$ cat config.mk
export PLATFORM = sky130hd
export DESIGN_NAME = slid_cell
export DESIGN_NICKNAME = d
export VERILOG_FILES = /design/src/rtl/slid_pkg.sv /design/src/rtl/slid_cell.sv
export SDC_FILE = /design/constraint.sdc
export NUM_CORES = 1
export LEC_CHECK = 0
export ABC_AREA = 1
export BUFFER_PORTS_ARGS = -buffer_cell sky130_fd_sc_hd__buf_4
export CAP_MARGIN = 25
export CORE_UTILIZATION = 38
export CTS_BUF_LIST = sky130_fd_sc_hd__clkbuf_8
export CTS_CLUSTER_SIZE = 28
export DETAILED_ROUTE_END_ITERATION = 12
export PLACE_DENSITY = 0.78
export SETUP_SLACK_MARGIN = 0.02
export SYNTH_ARGS = -nofsm -noshare
export SYNTH_HDL_FRONTEND = slang
export SYNTH_SLANG_ARGS = --single-unit
$ cat constraint.sdc
create_clock -name clock -period 5 [get_ports clock]
set_clock_uncertainty 0.05 [all_clocks]
set_input_delay 1.5 -clock clock [delete_from_list [all_inputs] [get_ports clock]]
set_output_delay 1.5 -clock clock [all_outputs]
set_load 0.03 [all_outputs]
$ cat src/rtl/slid_pkg.sv
`default_nettype none
package slid_pkg;

   // list geometry
   localparam int CAPACITY_DEFAULT = 128;
   localparam int POS_W            = 8;
   localparam int DATA_W           = 32;
   localparam int STATUS_W         = 2;

   // operation codes
   localparam logic FUNC_INSERT = 1'b0;
   localparam logic FUNC_DELETE = 1'b1;

   // status codes
   localparam logic [STATUS_W-1:0] STATUS_OK      = 2'd0;
   localparam logic [STATUS_W-1:0] STATUS_BAD_POS = 2'd1;
   localparam logic [STATUS_W-1:0] STATUS_FULL    = 2'd2;

   // command broadcast to every cell of the chain
   typedef struct packed {
      logic                     apply;
      logic                     is_insert;
      logic [POS_W-1:0]         idx;
      logic signed [DATA_W-1:0] value;
   } slid_cmd_type;

endpackage
`default_nettype wire

$ cat src/rtl/slid_cell.sv
`default_nettype none
module slid_cell #(
   parameter int CELL_INDEX = 0
) (
   input  wire logic                             clock,
   input  wire slid_pkg::slid_cmd_type           cmd,
   input  wire logic signed [slid_pkg::DATA_W-1:0] left_data,
   input  wire logic signed [slid_pkg::DATA_W-1:0] right_data,
   output logic signed [slid_pkg::DATA_W-1:0]      data
);

   localparam logic [slid_pkg::POS_W-1:0] MY_IDX = slid_pkg::POS_W'(CELL_INDEX);

   logic signed [slid_pkg::DATA_W-1:0] data_ff;
   logic signed [slid_pkg::DATA_W-1:0] data_in;

   always_comb begin
      data_in = data_ff;
      if (cmd.apply) begin
         if (cmd.is_insert) begin
            if (cmd.idx == MY_IDX) begin
               data_in = cmd.value;
            end else if (MY_IDX > cmd.idx) begin
               data_in = left_data;
            end
         end else if (MY_IDX >= cmd.idx) begin
            data_in = right_data;
         end
      end
   end

   // payload only, no reset
   always_ff @(posedge clock) begin
      data_ff <= data_in;
   end

   assign data = data_ff;

endmodule
`default_nettype wire
---- Yosys cells after proc, flatten, opt, wreduce, memory -nomap -nowiden ----
Index checks and enable logic that the tools add are counted.
word-level totals
  word-level logic and storage cells ...... 11
  bits of input ports ..................... 107
  bits in registers ....................... 32
operators by class
  equality and inequality tests ........... 1
  reduce and logical (&&, ||, !) cells .... 3
  magnitude comparators ................... 2
  multiplexer cells ....................... 4
operators with widths
  cell                  number
  $mux W32              4
  $ge A1 B8 Y1 const A  1
  $gt A1 B8 Y1 const A  1
  $logic_not A8 Y1      1
  $ne A3 B1 Y1 const B  1
  $reduce_and A3 Y1     1
  $reduce_bool A2 Y1    1

---- Depth between registers and ports, before layout ----
Gate-level depths: netlist of run 1.
  word-level depth ........................ 4
  gate-level depth with buffers ........... 7

---- Worst setup path after synthesis of run 1 ----
No wires, ideal clock.
  path type ............................... input -> register
  start point ............................. input cmd[35] (netlist bit)
  end point ............................... register data_ff, in the netlist data[0], enable pin
  stages .................................. 4
  slack ................................... 0.163 ns
  path buffers ............................ 1
  arrival time ............................ 4.319 ns
  data required time ...................... 4.482 ns
  setup time .............................. 0.468 ns
  path through ............................ nor2_1 > nand2_2 > buf_2 > nor3b_1
between the ends
  longest elaborated chain between the ends .. 3
  elaborated cells on any way between the ends .. 6
  classes of those cells .................. order compare: 2; eq/ne: 1; reduce/logical: 3
ends and longest elaborated chain
  what                                                                 RTL line         RTL
  start: declaration                                                   slid_cell.sv:6   input wire slid_pkg::slid_cmd_type cmd,
  $gt A1 B8 Y1, or another cell as far along                           slid_cell.sv:23  end else if (MY_IDX > cmd.idx) begin
  $ne A3 B1 Y1 (no source line) or $reduce_bool A2 Y1 (tied branches)  -
  $reduce_and A3 Y1 (no source line) *                                 -
  end signal: assignment                                               slid_cell.sv:34  data_ff <= data_in;
  end: declaration                                                     slid_cell.sv:14  logic signed [slid_pkg::DATA_W-1:0] data_ff;
Mark *: on every way between the ends. The rest lies on a longest branch, timed or not.
A chain may end at the register's enable or synchronous reset.

---- Final worst setup path of run 1 ----
  start point ............................. input cmd[33] (netlist bit)
  end point ............................... register data_ff, in the netlist data[31] (data pin)
between the ends
  longest elaborated chain between the ends .. 3
ends and longest elaborated chain
  what              RTL line         RTL
  $logic_not A8 Y1  slid_cell.sv:21  if (cmd.idx == MY_IDX) begin
  $mux W32          slid_cell.sv:21
  $mux W32          slid_cell.sv:20  if (cmd.is_insert) begin
Every way passes these cells.

==> flow_summary.toml, run 1 <==
[power]
p_comb_share_pct = 19.6
p_switching_mw = 0.137
vdd_ir_drop_max_v = 0.0000877
powerDensity_nw_per_um2 = 193
finalPower_mw = 0.599
power.internal_mw = 0.462
p_clk_share_pct = 30.7
swShare_pct = 22.9
power_leakage_nw = 1.50
seqPwrFrac_pct = 49.7

[floorplanning]
die_y_um = 74.2
die_x_um = 74.2
initial_core_util_pct = 40.6
rows = 25
fp.coreArea_um2 = 4880
die_area_um2 = 5510
pin_count = 139

[drt]
totalWireLength_mm = 5.75
vias_per_cell = 4.83
vias = 2156
ant_nets = 0
wl_per_cell_um = 12.9
drt_first_pass_iters = 4
drt_iter0_drc = 59
drc = 0

[clock_network]
hold_buffers = 0
htree_levels = 2
cts_buffers = 5
clkSlewWorstSetupHoldPaths_ns = 0.07
ctsResizeCount = 0
cts.sinks = 32
cts_setup_buffers = 0
cts_buffer_depth = 2
cts_tree = "built"
root_buffer = "clkbuf_8"

[synth]
synth_commonest_cells = "nand2_1, inv_1, edfxtp_1, nand3_1, o21bai_1"
synth_xor_area_share_pct = 0
synth_most_common_cell = "nand2_1"
ys_ff_latch = 32
yosys.cell_types.count = 12
synthAdderAreaFrac_pct = 0
synthArstFlopShare_pct = 0
netlist_top_cells_area = "edfxtp_1, nand2_1, o21bai_1"
synth_top_family_by_area = "simple AND/OR/NAND/NOR gates"
yosys.area_share.simple_pct = 28.6
synth.avg_cell_area_um2 = 7.96
synth_edf_count = 32
synthFlopType = "edfxtp_1"
yosysWarnings = 0
syn-num-nets = 356
synth_area_leader_cell = "edfxtp_1"
synthMuxAreaShare_pct = 0
netlist.area_leader.share_pct = 48.5
synthesis.area_um2 = 1980
synth-seq-area-share_pct = 48.5
synth_compound_area_share_pct = 12.1
synthCells = 249

[finish]
antenna_cells = 0
drive_gt1_share_pct = 39.1
largest_reg_flops = 32
fin_area_um2 = 3100
area_growth_pct = 56.4
utilization_pct = 63.5
nNetsFinal = 486

[placed_design]
dpl_cell_area_um2 = 3020
dp_hpwl_mm = 4.14
port_buffers = 138
gp_congestion = 0.770

[timing]
post-route-min-period_ns = 3.21
drv_slew = 0
worstMarginPinSlew_ns = 1.02
finalSetupViolations = 0
fin_crit_sh_pct = 64.3
whs_ns = 1.44
setup_tns_ns = 0
slew_headroom_pct = 31.9
rsz0062_at_grt = "false"
fmax_mhz = 311
finalHoldViolations = 0

[setup_path]
cp_slowest_cell = "nor2_4"
crit_buf_inv = 1
crit_fanout = 34
path_delay_family = "simple AND/OR/NAND/NOR gates"
slowest_delay_ns = 0.73
crit_top_cell = "nand2_1"
cp.required_ns = 4.98
cp-end-kind = "register"
cp.depth = 7
worst-endpoint-arrival_ns = 3.19
crit_chain = "buf_4 > nor2_1 > nand2_2 > nor2_4 > nand2_1 > nand3_1 > nand2_1"
worst-setup-path-type = "in -> reg"
worstSetupStartpointType = "input port"

[global_routing]
grt_use_total_pct = 21.2
grt_pass1_wl_mm = 8.69
overflow = 0
antenna_found_initial = 0
grt_max_degree = 35
grt_pass1_vias = 2052

[run]
drv_cap = 0

[hold_path]
hold_path.class = "in -> reg"
whs_path_depth = 3

[outcome]
status = "finished clean"
## placed cells by master, fill, tap and decap left out
cell      count
buf_4       139
o21bai_1     32
nand2_2       2
nand2_1      96
nor2_4        1
nor3b_2       1
clkinv_1      2
nor2_1        4
inv_1        33
clkbuf_8      5
edfxtp_1     32
nand3_1      32
## per-layer routing
| layer | GRT usage, % | up-vias | wire, um | share of wire (%) |
|---|---|---|---|---|
| li1 | - | 1053 | - | - |
| met4 | 9.22 | 0 | 106 | 1.8 |
| met5 | 0 | - | 0 | 0 |
| met3 | 7.05 | 8 | 549 | 9.6 |
| met2 | 39.4 | 124 | 2890 | 50 |
| met1 | 21.6 | 971 | 2200 | 38 |
## area by class of cell
class	instances	area, um^2
clock inverters	2	7.51
well taps	67	83.8
fillers	471	1780
multi-input cells	168	812
flip-flops and latches	32	961
inverters	33	124
repair buffers	139	1040
clock buffers	5	68.8
## logic make-up (layout without fill, tap and decap cells)
group	after synthesis	in the layout
flip-flops	32	32
AND/OR/NAND/NOR	136	136
buffers and inverters	49	179
AO/OA/AOI/OAI	32	32
## power groups by stage
stage	Sequential [mW]	Combinational [mW]	Clock, mW
finish	0.298	0.118	0.184
global route	0.298	0.130	0.199
CTS	0.298	0.118	0.188
detailed placement	0.304	0.118	0
global placement	0.304	0.116	0
floorplan	0.305	0.0458	0
## through the flow
| step | worst slack, ns | std cells |
|---|---|---|
| finish | 1.79 | 446 |
| global route | 1.58 | 446 |
| CTS | 1.78 | 446 |
| detailed placement | 1.48 | 439 |
| global placement | 1.50 | 439 |
| floorplan | 0.163 | 249 |
## path summary, 6_finish.rpt
kind,start,to,slack (ns)
max,cmd[33],data[31],1.79
min,right_data[30],data[30],1.44
Power figures use the tool's default switching activity.
==> inputs of run 2 (changes only) <==
--- a/config.mk
+++ b/config.mk
@@ -8,7 +8,7 @@
 export ABC_AREA = 1
 export BUFFER_PORTS_ARGS = -buffer_cell sky130_fd_sc_hd__buf_4
 export CAP_MARGIN = 25
-export CORE_UTILIZATION = 38
+export CORE_UTILIZATION = 40
 export CTS_BUF_LIST = sky130_fd_sc_hd__clkbuf_8
 export CTS_CLUSTER_SIZE = 28
 export DETAILED_ROUTE_END_ITERATION = 12
==> constraint.sdc (replaced) <==
create_clock -name clock -period 3.3 [get_ports clock]
set_clock_uncertainty 0.05 [all_clocks]
set_input_delay 0.99 -clock clock [delete_from_list [all_inputs] [get_ports clock]]
set_output_delay 0.99 -clock clock [all_outputs]
set_load 0.03 [all_outputs]
==> run 2 against run 1 <==
Via count fell by 2.4%. Critical path depth rose by 1. Total power up 51%.
==> flow_summary.toml, run 2 (synthesis results as in run 1) <==
[outcome]
status = "finished clean"

[floorplanning]
initial_core_util_pct = 41.7
rows = 25
pin_count = 139
die_area_um2 = 5240
fp.coreArea_um2 = 4750
die_y_um = 72.4
die_x_um = 72.4

[setup_path]
cp-end-kind = "register"
crit_fanout = 23
worst-endpoint-arrival_ns = 2.33
worst-setup-path-type = "in -> reg"
worstSetupStartpointType = "input port"
cp.required_ns = 3.28

[clock_network]
root_buffer = "clkbuf_8"
cts_setup_buffers = 0
cts_buffer_depth = 2
clkSlewWorstSetupHoldPaths_ns = 0.07
htree_levels = 2
hold_buffers = 0
cts_buffers = 5
ctsResizeCount = 0
cts.sinks = 32
cts_tree = "built"

[timing]
worstMarginPinSlew_ns = 0.970
rsz0062_at_grt = "false"
setup_tns_ns = 0
fmax_mhz = 425
finalHoldViolations = 0
finalSetupViolations = 0
post-route-min-period_ns = 2.35
slew_headroom_pct = 35.2
fin_ws_ns = 0.949
drv_slew = 0
fin_crit_sh_pct = 71.2

[drt]
totalWireLength_mm = 5.73
vias = 2105
wl_per_cell_um = 12.7
vias_per_cell = 4.67
drt_iter0_drc = 133
ant_nets = 0
drt_first_pass_iters = 4
drc = 0

[placed_design]
gp_congestion = 0.787
port_buffers = 138
post-place-cells = 443
post-place-ws_ns = 0.663
dp_hpwl_mm = 4.22

[global_routing]
grt_use_total_pct = 22.8
grt_max_degree = 34
overflow = 0
antenna_found_initial = 0
grt_pass1_vias = 2094
grt_pass1_wl_mm = 9.23

[power]
swShare_pct = 22.5
p_clk_share_pct = 30.4
power_leakage_nw = 1.54
powerDensity_nw_per_um2 = 289
vdd_ir_drop_max_v = 0.000148
p_switching_mw = 0.204
power.internal_mw = 0.703
p_comb_share_pct = 19.8
seqPwrFrac_pct = 49.8

[finish]
area_growth_pct = 58.5
final_common_cell = "buf_4"
antenna_cells = 0
drive_gt1_share_pct = 39.6
final_cell_mix = "buf_4, nand2_1, inv_1"
largest_reg_flops = 32
stdcell_count = 451
nNetsFinal = 490

[hold_path]
hold_path.class = "in -> reg"

[run]
drv_cap = 0
## run 2: cell types whose count changed in the layout (fill, tap and decap cells not counted), sizes merged
cell    previous run  this run
clkinv             2         1
buf              139       143
inv               33        35
## run 2: path summary, 6_finish.rpt
path                        from  endpoint  slack, ns  cells past startpoint
setup / recovery         cmd[33]  data[13]       0.95                      8
hold / removal    right_data[29]  data[29]       0.93                      3
## run 2: power groups by stage
stage	registers, mW	logic [mW]	clock network (mW)
after floorplan	0.462	0.0696	0
final	0.451	0.180	0.276
after CTS	0.451	0.181	0.283
after global placement	0.460	0.178	0
after detailed placement	0.460	0.180	0
after global routing	0.451	0.200	0.299
## run 2: layout make-up
cell class | count | area (um^2)
Clock inverter | 3 | 11.3
Multi-Input combinational cell | 168 | 818
Fill cell | 436 | 1610
Clock buffer | 5 | 68.8
Tap cell | 67 | 83.8
Inverter | 33 | 124
Sequential cell | 32 | 961
Timing Repair Buffer | 143 | 1070
## run 2: worst max-delay path, cell delays in order
cell	delay [ns]
buf_4	0.11
nor2_1	0.12
nand2_2	0.24
nor2_4	0.30
buf_4	0.31
nand2_1	0.10
nand3_1	0.10
nand2_1	0.05
## run 2: routing by layer
| metal | vias up | routed length (um) | GRT usage, % |
|---|---|---|---|
| met3 | 10 | 437 | 5.28 |
| met4 | 0 | 127 | 11.3 |
| met2 | 109 | 2860 | 39.6 |
| met1 | 923 | 2300 | 26.3 |
| li1 | 1063 | - | - |
| met5 | - | 0 | 0 |
## run 2: stage by stage
stage	hold WS (ns)	utilization, %	area (um^2)	total power [mW]
after floorplan	1.13	-	1990	0.532
after global placement	1.21	64.4	3060	0.639
after detailed placement	1.21	64.4	3060	0.640
after CTS	0.925	66.1	3140	0.916
after global routing	0.932	66.1	3140	0.950
final	0.934	66.1	3140	0.907
==> inputs of run 3 (changes only) <==
==> constraint.sdc (replaced) <==
create_clock -name clock -period 2.4 [get_ports clock]
set_clock_uncertainty 0.05 [all_clocks]
set_input_delay 0.72 -clock clock [delete_from_list [all_inputs] [get_ports clock]]
set_output_delay 0.72 -clock clock [all_outputs]
set_load 0.03 [all_outputs]
==> run 3 against run 2 <==
Largest power group unchanged. Design area is 3.6% higher. Sequential share of layout area is 1.1 points lower. First-iteration DRC count is 45% lower. Final cell count is 0.67% higher. Setup slack worse by 0.35 ns. Non-clock buffer count is 3 higher. Total power is 52% higher.
==> flow_summary.toml, run 3 (synthesis results as in run 1) <==
[drt]
drt_first_pass_iters = 4
dr_wl_met2_mm = 3.07
totalWireLength_mm = 5.84
wl_met1_mm = 2.21
met3_wirelength_um = 487
vias = 2164
top_layer = "met4"
ant_nets = 0
drc = 0
wl_per_cell_um = 12.9
vias_per_cell = 4.77
drt_iter0_drc = 73

[floorplanning]
fp.coreArea_um2 = 4750
die_area_um2 = 5240
die_y_um = 72.4
pin_count = 139
rows = 25
initial_core_util_pct = 41.7
die_x_um = 72.4

[timing]
setup_tns_ns = 0
fmax_mhz = 555
slew_headroom_pct = 77.0
finalHoldViolations = 0
whs_ns = 0.657
fin_crit_sh_pct = 75.1
finalSetupViolations = 0
drv_slew = 0
rsz0062_at_grt = "false"
post-route-min-period_ns = 1.80
worstMarginPinSlew_ns = 0.345

[clock_network]
htree_levels = 2
cts.sinks = 32
root_buffer = "clkbuf_8"
cts_tree = "built"
cts_buffer_depth = 2
clkSlewWorstSetupHoldPaths_ns = 0.07
cts_buffers = 5
cts_setup_buffers = 0
hold_buffers = 0
ctsResizeCount = 0

[finish]
fillCellCount = 427
largest_reg_flops = 32
final_cell_mix = "buf_4, nand2_1, inv_1"
utilization_pct = 68.4
final_common_cell = "buf_4"
seq_area_um2 = 961
drive_gt1_share_pct = 41.3
multiInputGateArea_um2 = 858
area_growth_pct = 64.2
nNetsFinal = 493
antenna_cells = 0

[run]
drv_cap = 0

[power]
powerDensity_nw_per_um2 = 423
power.internal_mw = 1.08
seqPwrFrac_pct = 45.1
swShare_pct = 21.6
vdd_ir_drop_max_v = 0.000247
p_switching_mw = 0.297
p_clk_share_pct = 36.1
power_leakage_nw = 1.59
p_comb_share_pct = 18.8

[setup_path]
crit_chain = "buf_4 > nor2_4 > nand2_4 > nor2_4 > buf_12 > nand2_1 > nand3_1 > nand2_1"
path_delay_family = "simple AND/OR/NAND/NOR gates"
cp.required_ns = 2.38
crit_buf_inv = 2
cp-end-kind = "register"
crit_fanout = 17
worstSetupStartpointType = "input port"
slowest_delay_ns = 0.29
cp_slowest_cell = "nor2_4"
worst-endpoint-arrival_ns = 1.79
worst-setup-path-type = "in -> reg"

[hold_path]
hold_path.class = "in -> reg"
hp-start = "right_data[12]"
min_to = "data[12]"
whs_path_depth = 3

[placed_design]
gp_congestion = 0.809
dp_hpwl_mm = 4.50
port_buffers = 138

[global_routing]
grt_max_degree = 34
overflow = 0
grt_pass1_wl_mm = 9.09
grt_pass1_vias = 2067
antenna_found_initial = 0
grt_use_total_pct = 22.5

[outcome]
status = "finished clean"
-- run 3: cell types whose count changed in the layout (fill, tap and decap cells not counted) --
cell,change
bufinv_16,+1
nor2_1,-4
buf_4,+1
nand2_4,+2
buf_12,+2
inv_1,-2
clkinv_1,+1
nand2_2,-2
nor2_4,+4
-- run 3: how the worst max path moves through the flow --
stage / start / end / slack [ns] / cells after the start
final: cmd[35] / data[30] / 0.60 / 8
after global routing: cmd[33] / data[29] / 0.51 / 8
after floorplan: cmd[39] / data[0] / 0.0000007 / 4
after detailed placement: cmd[35] / data[30] / 0.30 / 8
after global placement: cmd[33] / data[22] / 0.37 / 8
after CTS: cmd[35] / data[30] / 0.61 / 8
-- run 3: through the flow --
stage / std cells / power, mW / area, um^2 / setup slack, ns
after floorplan: 249 / 0.737 / 2050 / 0.000000666
after global placement: 446 / 0.889 / 3150 / 0.367
after detailed placement: 446 / 0.893 / 3150 / 0.305
after CTS: 454 / 1.39 / 3250 / 0.610
after global routing: 454 / 1.43 / 3250 / 0.513
final: 454 / 1.38 / 3250 / 0.597
-- run 3: cell type report --
| cell class | count | area share, % |
|---|---|---|
| Clock inverter | 3 | 1.15 |
| Multi-Input combinational cell | 168 | 26.4 |
| Tap cell | 67 | 2.58 |
| Inverter | 33 | 3.81 |
| Clock buffer | 5 | 2.11 |
| Sequential cell | 32 | 29.5 |
| Timing Repair Buffer | 146 | 34.4 |
-- run 3: power by group through the flow --
| stage | Combinational (mW) | Clock, mW | Sequential (mW) |
|---|---|---|---|
| finish | 0.260 | 0.497 | 0.621 |
| detailed placement | 0.260 | 0 | 0.633 |
| CTS | 0.261 | 0.507 | 0.621 |
| global route | 0.285 | 0.528 | 0.620 |
| floorplan | 0.101 | 0 | 0.635 |
| global placement | 0.256 | 0 | 0.633 |
-- run 3: worst min-delay path, delay by kind of cell --
kind | cells | cell delay [ns]
and+or+nand+nor | 2 | 0.09
buffers and inverters | 1 | 0.08
-- run 3: layer usage --
| layer | track usage, % | vias to the layer above |
|---|---|---|
| met5 | 0 | - |
| li1 | - | 1071 |
| met1 | 25.0 | 977 |
| met4 | 6.32 | 0 |
| met3 | 4.31 | 7 |
| met2 | 43.2 | 109 |
